[config.mk]
export PLATFORM = sky130hd
export DESIGN_NAME = i2c_register_transaction_sequencer
export DESIGN_NICKNAME = d
export VERILOG_FILES = /design/src/design/irts_pkg.sv /design/src/design/i2c_register_transaction_sequencer.sv
export SDC_FILE = /design/constraint.sdc
export NUM_CORES = 1
export LEC_CHECK = 0
export BUFFER_PORTS_ARGS = -buffer_cell sky130_fd_sc_hd__buf_2
export CORE_ASPECT_RATIO = 0.7
export CORE_UTILIZATION = 48
export CTS_CLUSTER_SIZE = 12
export DETAILED_ROUTE_END_ITERATION = 6
export PLACE_DENSITY_LB_ADDON = 0.12
export SLEW_MARGIN = 30
export SYNTH_ARGS = -nofsm -noshare
export SYNTH_HDL_FRONTEND = slang
export SYNTH_SLANG_ARGS = --single-unit
[constraint.sdc]
create_clock -name aclk -period 2.5 [get_ports aclk]
set_input_delay 0.5 -clock aclk [delete_from_list [all_inputs] [get_ports aclk]]
set_output_delay 0.5 -clock aclk [all_outputs]
set_load 0.03 [all_outputs]
[src/design/irts_pkg.sv]
// Package: command, action, status and phase codes for the I2C register sequencer.
`default_nettype none

package irts_pkg;

    typedef logic [1:0] action_t;
    typedef logic [2:0] command_t;
    typedef logic [2:0] phase_t;
    typedef logic [7:0] byte_t;
    typedef logic [6:0] dev_addr_t;

    localparam action_t ACT_WRITE = 2'd0;
    localparam action_t ACT_READ  = 2'd1;
    localparam action_t ACT_EVENT = 2'd2;

    localparam command_t CMD_NONE  = 3'd0;
    localparam command_t CMD_START = 3'd1;
    localparam command_t CMD_TX    = 3'd2;
    localparam command_t CMD_RACK  = 3'd3;
    localparam command_t CMD_RNACK = 3'd4;
    localparam command_t CMD_STOP  = 3'd5;

    localparam byte_t ST_START     = 8'h08;
    localparam byte_t ST_RSTART    = 8'h10;
    localparam byte_t ST_SLAW_ACK  = 8'h18;
    localparam byte_t ST_DATAW_ACK = 8'h28;
    localparam byte_t ST_SLAR_ACK  = 8'h40;

    localparam dev_addr_t DEV_ADDR_RESET = 7'h76;

    localparam phase_t PH_IDLE   = 3'd0;
    localparam phase_t PH_START  = 3'd1;
    localparam phase_t PH_SLAW   = 3'd2;
    localparam phase_t PH_REG    = 3'd3;
    localparam phase_t PH_DATA   = 3'd4;
    localparam phase_t PH_RSTART = 3'd5;
    localparam phase_t PH_SLAR   = 3'd6;
    localparam phase_t PH_RX     = 3'd7;

endpackage

`default_nettype wire

[src/design/i2c_register_transaction_sequencer.sv]
// Top level: I2C master register read/write transaction sequencer.
//
// Input channel (s_*): one request per item, either a begin-write, a begin-read
// or a bus status event reported by the byte-level bus controller. Every
// accepted request produces exactly one result on the m_* channel: the next
// controller command, an optional received byte, and transaction completion.
// Configuration channel (cfg_*): sets the 7-bit device address; always ready.
//
// The result is valid in the cycle after request acceptance. Throughput is
// one request per cycle while the receiver does not stall: the transaction state
// and the result register are updated in the same cycle by a single pass through the phase decode.
// When the receiver stalls, the result stays held in the output register and
// s_ready drops until it is taken; s_ready is high whenever the output register
// is empty or is being emptied in that cycle.
//
// Reset (aresetn low, synchronous) returns the sequencer to idle, clears the
// output valid flag and restores the device address to 0x76.
`default_nettype none

module i2c_register_transaction_sequencer (
    input  wire logic              aclk,
    input  wire logic              aresetn,

    input  wire logic              cfg_valid,
    output logic                   cfg_ready,
    input  wire irts_pkg::dev_addr_t cfg_wdata,

    input  wire logic              s_valid,
    output logic                   s_ready,
    input  wire irts_pkg::action_t s_action,
    input  wire irts_pkg::byte_t   s_register_address,
    input  wire irts_pkg::byte_t   s_write_data,
    input  wire irts_pkg::byte_t   s_read_length,
    input  wire irts_pkg::byte_t   s_bus_status,
    input  wire irts_pkg::byte_t   s_bus_data,

    output logic                   m_valid,
    input  wire logic              m_ready,
    output irts_pkg::command_t     m_command,
    output irts_pkg::byte_t        m_tx_byte,
    output logic                   m_rx_valid,
    output irts_pkg::byte_t        m_rx_byte,
    output irts_pkg::byte_t        m_rx_index,
    output logic                   m_done_res,
    output logic                   m_success
);
    import irts_pkg::*;

    dev_addr_t dev_addr_reg;
    phase_t    phase_reg, phase_next;
    logic      is_read_reg, is_read_next;
    byte_t     saved_reg_reg, saved_reg_next;
    byte_t     saved_data_reg, saved_data_next;
    byte_t     bytes_left_reg, bytes_left_next;
    byte_t     byte_count_reg, byte_count_next;

    logic      m_valid_reg;
    command_t  cmd_reg, cmd_next;
    byte_t     tx_reg, tx_next;
    logic      rxv_reg, rxv_next;
    byte_t     rxb_reg, rxb_next;
    byte_t     rxi_reg, rxi_next;
    logic      done_reg, done_next;
    logic      ok_reg, ok_next;

    logic      fail;
    logic      accept;
    byte_t     addr_w;
    byte_t     addr_r;
    byte_t     left_dec;

    assign cfg_ready = 1'b1;
    assign s_ready   = !m_valid_reg || m_ready;
    assign accept    = s_valid && s_ready;
    assign addr_w    = {dev_addr_reg, 1'b0};
    assign addr_r    = {dev_addr_reg, 1'b1};
    assign left_dec  = bytes_left_reg - 8'd1;

    always_comb begin
        phase_next      = phase_reg;
        is_read_next    = is_read_reg;
        saved_reg_next  = saved_reg_reg;
        saved_data_next = saved_data_reg;
        bytes_left_next = bytes_left_reg;
        byte_count_next = byte_count_reg;
        cmd_next        = CMD_NONE;
        tx_next         = 8'd0;
        rxv_next        = 1'b0;
        rxb_next        = 8'd0;
        rxi_next        = 8'd0;
        done_next       = 1'b0;
        ok_next         = 1'b0;
        fail            = 1'b0;

        unique case (s_action) inside
            ACT_WRITE, ACT_READ: begin
                if (phase_reg == PH_IDLE) begin
                    is_read_next    = (s_action == ACT_READ);
                    saved_reg_next  = s_register_address;
                    saved_data_next = s_write_data;
                    bytes_left_next = s_read_length;
                    byte_count_next = 8'd0;
                    phase_next      = PH_START;
                    cmd_next        = CMD_START;
                end
            end
            ACT_EVENT: begin
                unique case (phase_reg)
                    PH_IDLE: begin
                    end
                    PH_START: begin
                        if (s_bus_status == ST_START || s_bus_status == ST_RSTART) begin
                            cmd_next   = CMD_TX;
                            tx_next    = addr_w;
                            phase_next = PH_SLAW;
                        end else begin
                            fail = 1'b1;
                        end
                    end
                    PH_SLAW: begin
                        if (s_bus_status == ST_SLAW_ACK) begin
                            cmd_next   = CMD_TX;
                            tx_next    = saved_reg_reg;
                            phase_next = PH_REG;
                        end else begin
                            fail = 1'b1;
                        end
                    end
                    PH_REG: begin
                        if (s_bus_status == ST_DATAW_ACK) begin
                            if (is_read_reg) begin
                                cmd_next   = CMD_START;
                                phase_next = PH_RSTART;
                            end else begin
                                cmd_next   = CMD_TX;
                                tx_next    = saved_data_reg;
                                phase_next = PH_DATA;
                            end
                        end else begin
                            fail = 1'b1;
                        end
                    end
                    PH_DATA: begin
                        if (s_bus_status == ST_DATAW_ACK) begin
                            cmd_next   = CMD_STOP;
                            done_next  = 1'b1;
                            ok_next    = 1'b1;
                            phase_next = PH_IDLE;
                        end else begin
                            fail = 1'b1;
                        end
                    end
                    PH_RSTART: begin
                        if (s_bus_status == ST_RSTART) begin
                            cmd_next   = CMD_TX;
                            tx_next    = addr_r;
                            phase_next = PH_SLAR;
                        end else begin
                            fail = 1'b1;
                        end
                    end
                    PH_SLAR: begin
                        if (s_bus_status == ST_SLAR_ACK) begin
                            byte_count_next = 8'd0;
                            if (bytes_left_reg == 8'd0) begin
                                cmd_next   = CMD_STOP;
                                done_next  = 1'b1;
                                ok_next    = 1'b1;
                                phase_next = PH_IDLE;
                            end else begin
                                cmd_next   = (bytes_left_reg > 8'd1) ? CMD_RACK : CMD_RNACK;
                                phase_next = PH_RX;
                            end
                        end else begin
                            fail = 1'b1;
                        end
                    end
                    PH_RX: begin
                        // data-phase status is not checked
                        rxv_next        = 1'b1;
                        rxb_next        = s_bus_data;
                        rxi_next        = byte_count_reg;
                        byte_count_next = byte_count_reg + 8'd1;
                        bytes_left_next = left_dec;
                        if (left_dec == 8'd0) begin
                            cmd_next   = CMD_STOP;
                            done_next  = 1'b1;
                            ok_next    = 1'b1;
                            phase_next = PH_IDLE;
                        end else begin
                            cmd_next = (left_dec > 8'd1) ? CMD_RACK : CMD_RNACK;
                        end
                    end
                    default: begin
                    end
                endcase
                if (fail) begin
                    cmd_next   = CMD_STOP;
                    tx_next    = 8'd0;
                    done_next  = 1'b1;
                    ok_next    = 1'b0;
                    phase_next = PH_IDLE;
                end
            end
            default: begin
            end
        endcase
    end

    always_ff @(posedge aclk) begin
        if (!aresetn) begin
            dev_addr_reg   <= DEV_ADDR_RESET;
            phase_reg      <= PH_IDLE;
            is_read_reg    <= 1'b0;
            saved_reg_reg  <= 8'd0;
            saved_data_reg <= 8'd0;
            bytes_left_reg <= 8'd0;
            byte_count_reg <= 8'd0;
            m_valid_reg    <= 1'b0;
        end else begin
            if (cfg_valid && cfg_ready) begin
                dev_addr_reg <= cfg_wdata;
            end
            if (accept) begin
                phase_reg      <= phase_next;
                is_read_reg    <= is_read_next;
                saved_reg_reg  <= saved_reg_next;
                saved_data_reg <= saved_data_next;
                bytes_left_reg <= bytes_left_next;
                byte_count_reg <= byte_count_next;
                m_valid_reg    <= 1'b1;
            end else if (m_ready) begin
                m_valid_reg <= 1'b0;
            end
        end
    end

    always_ff @(posedge aclk) begin
        if (accept) begin
            cmd_reg  <= cmd_next;
            tx_reg   <= tx_next;
            rxv_reg  <= rxv_next;
            rxb_reg  <= rxb_next;
            rxi_reg  <= rxi_next;
            done_reg <= done_next;
            ok_reg   <= ok_next;
        end
    end

    assign m_valid    = m_valid_reg;
    assign m_command  = cmd_reg;
    assign m_tx_byte  = tx_reg;
    assign m_rx_valid = rxv_reg;
    assign m_rx_byte  = rxb_reg;
    assign m_rx_index = rxi_reg;
    assign m_done_res = done_reg;
    assign m_success  = ok_reg;

    a_done_is_stop: assert property (@(posedge aclk) disable iff (!aresetn)
        (m_valid_reg && done_reg) |-> (cmd_reg == CMD_STOP))
        else $error("transaction end without stop command");

    a_success_needs_done: assert property (@(posedge aclk) disable iff (!aresetn)
        (m_valid_reg && ok_reg) |-> done_reg)
        else $error("success flagged without transaction end");

    a_rx_cmd: assert property (@(posedge aclk) disable iff (!aresetn)
        (m_valid_reg && rxv_reg) |->
            (cmd_reg == CMD_RACK || cmd_reg == CMD_RNACK || cmd_reg == CMD_STOP))
        else $error("received byte with non-receive command");

    a_done_to_idle: assert property (@(posedge aclk) disable iff (!aresetn)
        (accept && done_next) |=> (phase_reg == PH_IDLE))
        else $error("sequencer not idle after transaction end");

    a_rx_count: assert property (@(posedge aclk) disable iff (!aresetn)
        (phase_reg == PH_RX) |-> (bytes_left_reg != 8'd0))
        else $error("receive phase with no bytes left");

endmodule

`default_nettype wire

Yosys cells after proc, flatten, opt, wreduce, memory -nomap -nowiden
Cells that the tools add are included.
Operators by class
  $add $sub $neg: 2
  magnitude comparators: 2
  eq/ne operators: 26
  muxes and demuxes: 57
  bitwise operators: 1
  reductions and logical operators: 18
Operator list (number)
  $mux W8: 9
  $mux W3: 17
  $pmux W8 S2: 3
  $pmux W3 S7: 2
  $pmux W8 S4: 1
  $ne A4 B4 Y1 const B: 7
  $eq A8 B5 Y1 const B: 2
  $gt A8 B1 Y1 const B: 2
  $logic_not A8 Y1: 2
  $mux W1: 16
  $eq A3 B3 Y1 const B: 4
  $pmux W3 S2: 2
  $reduce_and A11 Y1: 1
  $mux W2: 5
  $ne A9 B1 Y1 const B: 1
  $add A8 B1 Y8 const B: 1
  $eq A8 B4 Y1 const B: 1
  $eq A8 B6 Y1 const B: 1
  $eq A8 B7 Y1 const B: 1
  $sub A8 B1 Y8 const B: 1
  $eq A3 B2 Y1 const B: 2
  $reduce_or A2 Y1: 3
  $pmux W1 S5: 1
  $reduce_and A5 Y1: 1
  18 further kinds: 20
Storage, ports and cells
  register bits after elaboration: 74
  bits of input ports: 54
  output and inout bits: 33
  word-level logic and storage cells: 121

Depth between registers and ports, before layout
  word-level depth: 7
  depth in mapped cells: 8
  mapped depth without buffers: 8

Least setup slack after synthesis
OpenSTA, ideal clock, no wires.
  path type: input-to-reg
  start: input port m_ready
  end: register saved_data_reg[0]
  arrival: 2.526 ns
  data required time: 2.368 ns
  slack: -0.158 ns
  cell stages on the path: 7
  path buffers: 1
  cell sequence: nand2b_1 -> nand2_1 -> inv_1 -> nand2_1 -> clkbuf_1 -> nand2_1 -> a21oi_1
Between the ends
  word-level cells in the longest chain between the ends: 3
Ends and longest elaborated chain
  start: declaration: line i2c_register_transaction_sequencer.sv:38  | input wire logic m_ready,
  $logic_or A1 B1 Y1: line i2c_register_transaction_sequencer.sv:73  | assign s_ready = !m_valid_reg || m_ready;
  $logic_and A1 B1 Y1: line i2c_register_transaction_sequencer.sv:74  | assign accept = s_valid && s_ready;
  named net accept: line i2c_register_transaction_sequencer.sv:67  | logic accept;
  $reduce_and A3 Y1 (no source line)
  end signal: assignment: line i2c_register_transaction_sequencer.sv:228  | saved_data_reg <= saved_data_next;
  end: declaration: line i2c_register_transaction_sequencer.sv:53  | byte_t saved_data_reg, saved_data_next;
The timed path passes the listed nets, and every way through them passes these cells.
A chain may end at the register's enable or synchronous reset.

Final worst setup path
  start: register bytes_left_reg[0]
  end: register cmd_reg[2] (netlist: m_command[2]) (data pin)
Between the ends
  word-level cells in the longest chain between the ends: 7
  elaborated cells on any way between the ends: 13
  those cells by class: add/sub: 1; order compare: 2; mux: 8; reduce/logical: 2
Ends and longest elaborated chain
  start: declaration: line i2c_register_transaction_sequencer.sv:54  | byte_t bytes_left_reg, bytes_left_next;
  start signal: assignment: line i2c_register_transaction_sequencer.sv:229  | bytes_left_reg <= bytes_left_next;
  $sub A8 B1 Y8 / $gt A8 B1 Y1 (equally long branches): line i2c_register_transaction_sequencer.sv:77, i2c_register_transaction_sequencer.sv:171
  $gt A8 B1 Y1 / $mux W3 (equally long branches): line i2c_register_transaction_sequencer.sv:191, i2c_register_transaction_sequencer.sv:171
  $mux W3 (on tied branches): line i2c_register_transaction_sequencer.sv:191, i2c_register_transaction_sequencer.sv:165
  $mux W3 (on tied branches): line i2c_register_transaction_sequencer.sv:185, i2c_register_transaction_sequencer.sv:163
  $pmux W3 S7 (*): line i2c_register_transaction_sequencer.sv:108  | unique case (phase_reg)
  $mux W3 (*): line i2c_register_transaction_sequencer.sv:197  | if (fail) begin
  $pmux W3 S2 (*): line i2c_register_transaction_sequencer.sv:95  | unique case (s_action) inside
  named net cmd_next[2]: line i2c_register_transaction_sequencer.sv:58  | command_t cmd_reg, cmd_next;
  end signal: assignment: line i2c_register_transaction_sequencer.sv:240  | cmd_reg <= cmd_next;
  end: declaration: line i2c_register_transaction_sequencer.sv:58
The timed path passes the listed nets; every way through them passes the cells marked *.

==> impl_results.md <==
- Status: completed
- Fmax achieved: 0.4323 GHz
- Gpl congestion: 0.8671
- Worst-skew pair later-pin latency: 0.35 ns
- Slew margin rel.: 0.5248
- Post-synth ARST share: 0
- GRT overflow: 0
- Max_cap viols: 0
- Max clock buf depth: 2
- # diodes: 0
- Vias in the first global route: 2717
- Critical path class: reg -> reg
- Final min period: 2.313 ns
- CP endpoint kind: register
- DP Wirelength: 6329 um
- Final Hold Fails: 0
- # DRC: 0
- Commonest non-fill, non-tap cell in the layout: buf_2
- Die Width: 106.6 um
- Post-CTS Hold Fix Bufs: 0
- # nets final: 529
- First-pass GRT wire length: 13680 um
- Final worst path period share: 0.9253
- RSZ-0062 raised after global routing: false
- Sequential cell area fraction in the yosys report: 0.4847
- DRT iter0 DRCs: 161
- Reg clk slew, reported paths: 0.08 ns
- TritonRoute pass-1 iters: 5
- TritonCTS clock tree: built
- CTS Root Cell: clkbuf_8
- Via density: 5.490
- Yosys warnings: 0
- Place WS: 0.06792 ns
- Fraction of layout cells with a size suffix above 1: 0.2975
- Core Area: 0.007352 mm2
- WHS: 0.3671 ns
- Initial Util: 0.5000
- All-Layer GR Usage: 0.2223
- EDFF count, synth: 30
- Slew Viols, Final: 0
- Mapped Area: 0.003676 mm2
- Maximum vdd ir drop: 315.2 uV
- Seq cells post-synth: 74
- Critical Path Source Type: register
- Die Y: 75.22 um
- Setup TNS: 0 ns
- Port Buffers: 85
- I/O Pins: 87
- Post-CTS Setup Inserts: 0
- Post-detailed-route count of antenna-violating nets: 0
- Hold Path Class: in -> reg
- Data arrival, critical path: 2.50 ns
- Syn Inst Count: 381
- Total wire length: 8731 um
- # clock sinks: 74
- Post-synth net total: 441
- Final cell count without fillers: 572
- Power Density: 601.1 mW/mm2
- Worst Setup Slack, final: 0.1868 ns
- Slew @ Worst Pin: 0.7118 ns
- Largest net degree at the start of global routing: 31
- P_leak: 1.810 nW
- Clk_skew: 0.008972 ns
- Critical path fanouts, max: 7
- Most frequent cells in the layout: 85 x buf_2, 59 x nand2_1, 44 x nor2_1
- Cell variety after synth: 67
- Die area: 0.008018 mm2
- Dpl cells: 556
- # setup viols final: 0
- CTS Buf Count: 9
- Data required, critical path: 2.69 ns
- Cell Rows: 26
- Ys flop type: dfxtp_1
- Drt wl/cell: 15.26 um
- H-tree Lvls: 3
- Avg Inst Size Synth: 9.648 um2
- Synth-to-Final Area Change: 21.00%
- Via count: 3140
- Antenna violations before repair: 0
[cell type report]
class,count,area [um2]
inverter,5,22.52
clock buffer,10,127.6
sequential,74,1784
multi-input combinational,283,1815
clock inverter,6,67.56
tap,98,122.6
timing repair buffer,96,508.0
fill,647,2904
[final timing paths]
check                     endpoint               from  cells after the start  slack (ns)
setup / recovery      m_command[2]  bytes_left_reg[0]                      8        0.19
hold / removal     dev_addr_reg[2]       cfg_wdata[2]                      3        0.37
setup reg to reg      m_command[2]  bytes_left_reg[0]                      8        0.19
hold reg to reg   saved_reg_reg[0]   saved_reg_reg[0]                      2        0.46
[where the power goes]
part / leakage [nW] / switching (mW) / internal (mW) / total (mW)
Combinational: 1.05 / 0.257 / 0.149 / 0.407
Sequential: 0.663 / 0.0433 / 1.31 / 1.35
Clock: 0.0925 / 0.450 / 0.462 / 0.913
Total: 1.81 / 0.751 / 1.92 / 2.67
[critical path, cell delays in order (launching register included)]
cell,delay (ns)
dfxtp_2,0.36
inv_2,0.13
ha_4,0.19
nor3b_4,0.24
xor2_1,0.15
a2111oi_4,0.49
o31ai_2,0.15
or2_0,0.25
a31oi_2,0.18
[kinds of logic after synthesis]
| logic type | Yosys count | share of synthesized area |
|---|---|---|
| fa+ha+maj | 6 | 0.02042 |
| compound gates | 81 | 0.1617 |
| mux | 8 | 0.02178 |
| simple gates | 179 | 0.2611 |
| buf+inv | 24 | 0.03029 |
| other cells | 1 | 0.001020 |
| flops | 74 | 0.4847 |
| xor+xnor | 8 | 0.01906 |
[cells in the mapped netlist, types with 2 or more instances]
cell type | n | area share
nand2_1 | 60 | 0.061
a21oi_1 | 30 | 0.041
a31oi_1 | 4 | 0.0068
ha_1 | 6 | 0.020
nand2b_1 | 4 | 0.0068
o22ai_1 | 2 | 0.0034
a22oi_1 | 2 | 0.0041
nor3_2 | 2 | 0.0054
nor4b_2 | 2 | 0.0082
dfxtp_1 | 44 | 0.24
a211oi_1 | 5 | 0.010
nor4_4 | 2 | 0.012
nor3_1 | 5 | 0.0068
nand3_1 | 8 | 0.011
nor4_1 | 2 | 0.0034
nor2_1 | 44 | 0.045
a221oi_1 | 2 | 0.0048
buf_2 | 2 | 0.0027
o21ai_0 | 8 | 0.011
inv_1 | 4 | 0.0041
nand4_1 | 5 | 0.0085
and3_1 | 23 | 0.039
xor2_1 | 7 | 0.017
nor2b_1 | 4 | 0.0068
edfxtp_1 | 30 | 0.25
o31ai_1 | 3 | 0.0061
buf_4 | 3 | 0.0061
nand3_2 | 2 | 0.0054
o21ai_1 | 3 | 0.0041
or3_1 | 3 | 0.0051
a222oi_1 | 6 | 0.016
clkbuf_1 | 11 | 0.011
buf_1 | 2 | 0.0020
mux2i_1 | 8 | 0.022
[repair_timing]
| action | in CTS | in global routing |
|---|---|---|
| endpoints found under the setup margin | 1 | 8 |
| resized for setup | 1 | 8 |
| pin swaps | 0 | 2 |
[routing by layer]
metal  global-route usage  vias up  part of all wire
li1                     -     1565                 -
met1               0.3266     1439              0.48
met2               0.3211      133              0.43
met3              0.06840        3             0.084
met4              0.04718        0            0.0046
met5                    0        -                 0
[metrics by stage]
step                  util  instance area, um2  power, mW
floorplan                -                3682      1.646
global placement    0.5740                4220      1.770
detailed placement  0.5740                4220      1.775
CTS                 0.6007                4417      2.684
global route        0.6050                4448      2.793
finish              0.6050                4448      2.674
Power figures use the tool's default switching activity.
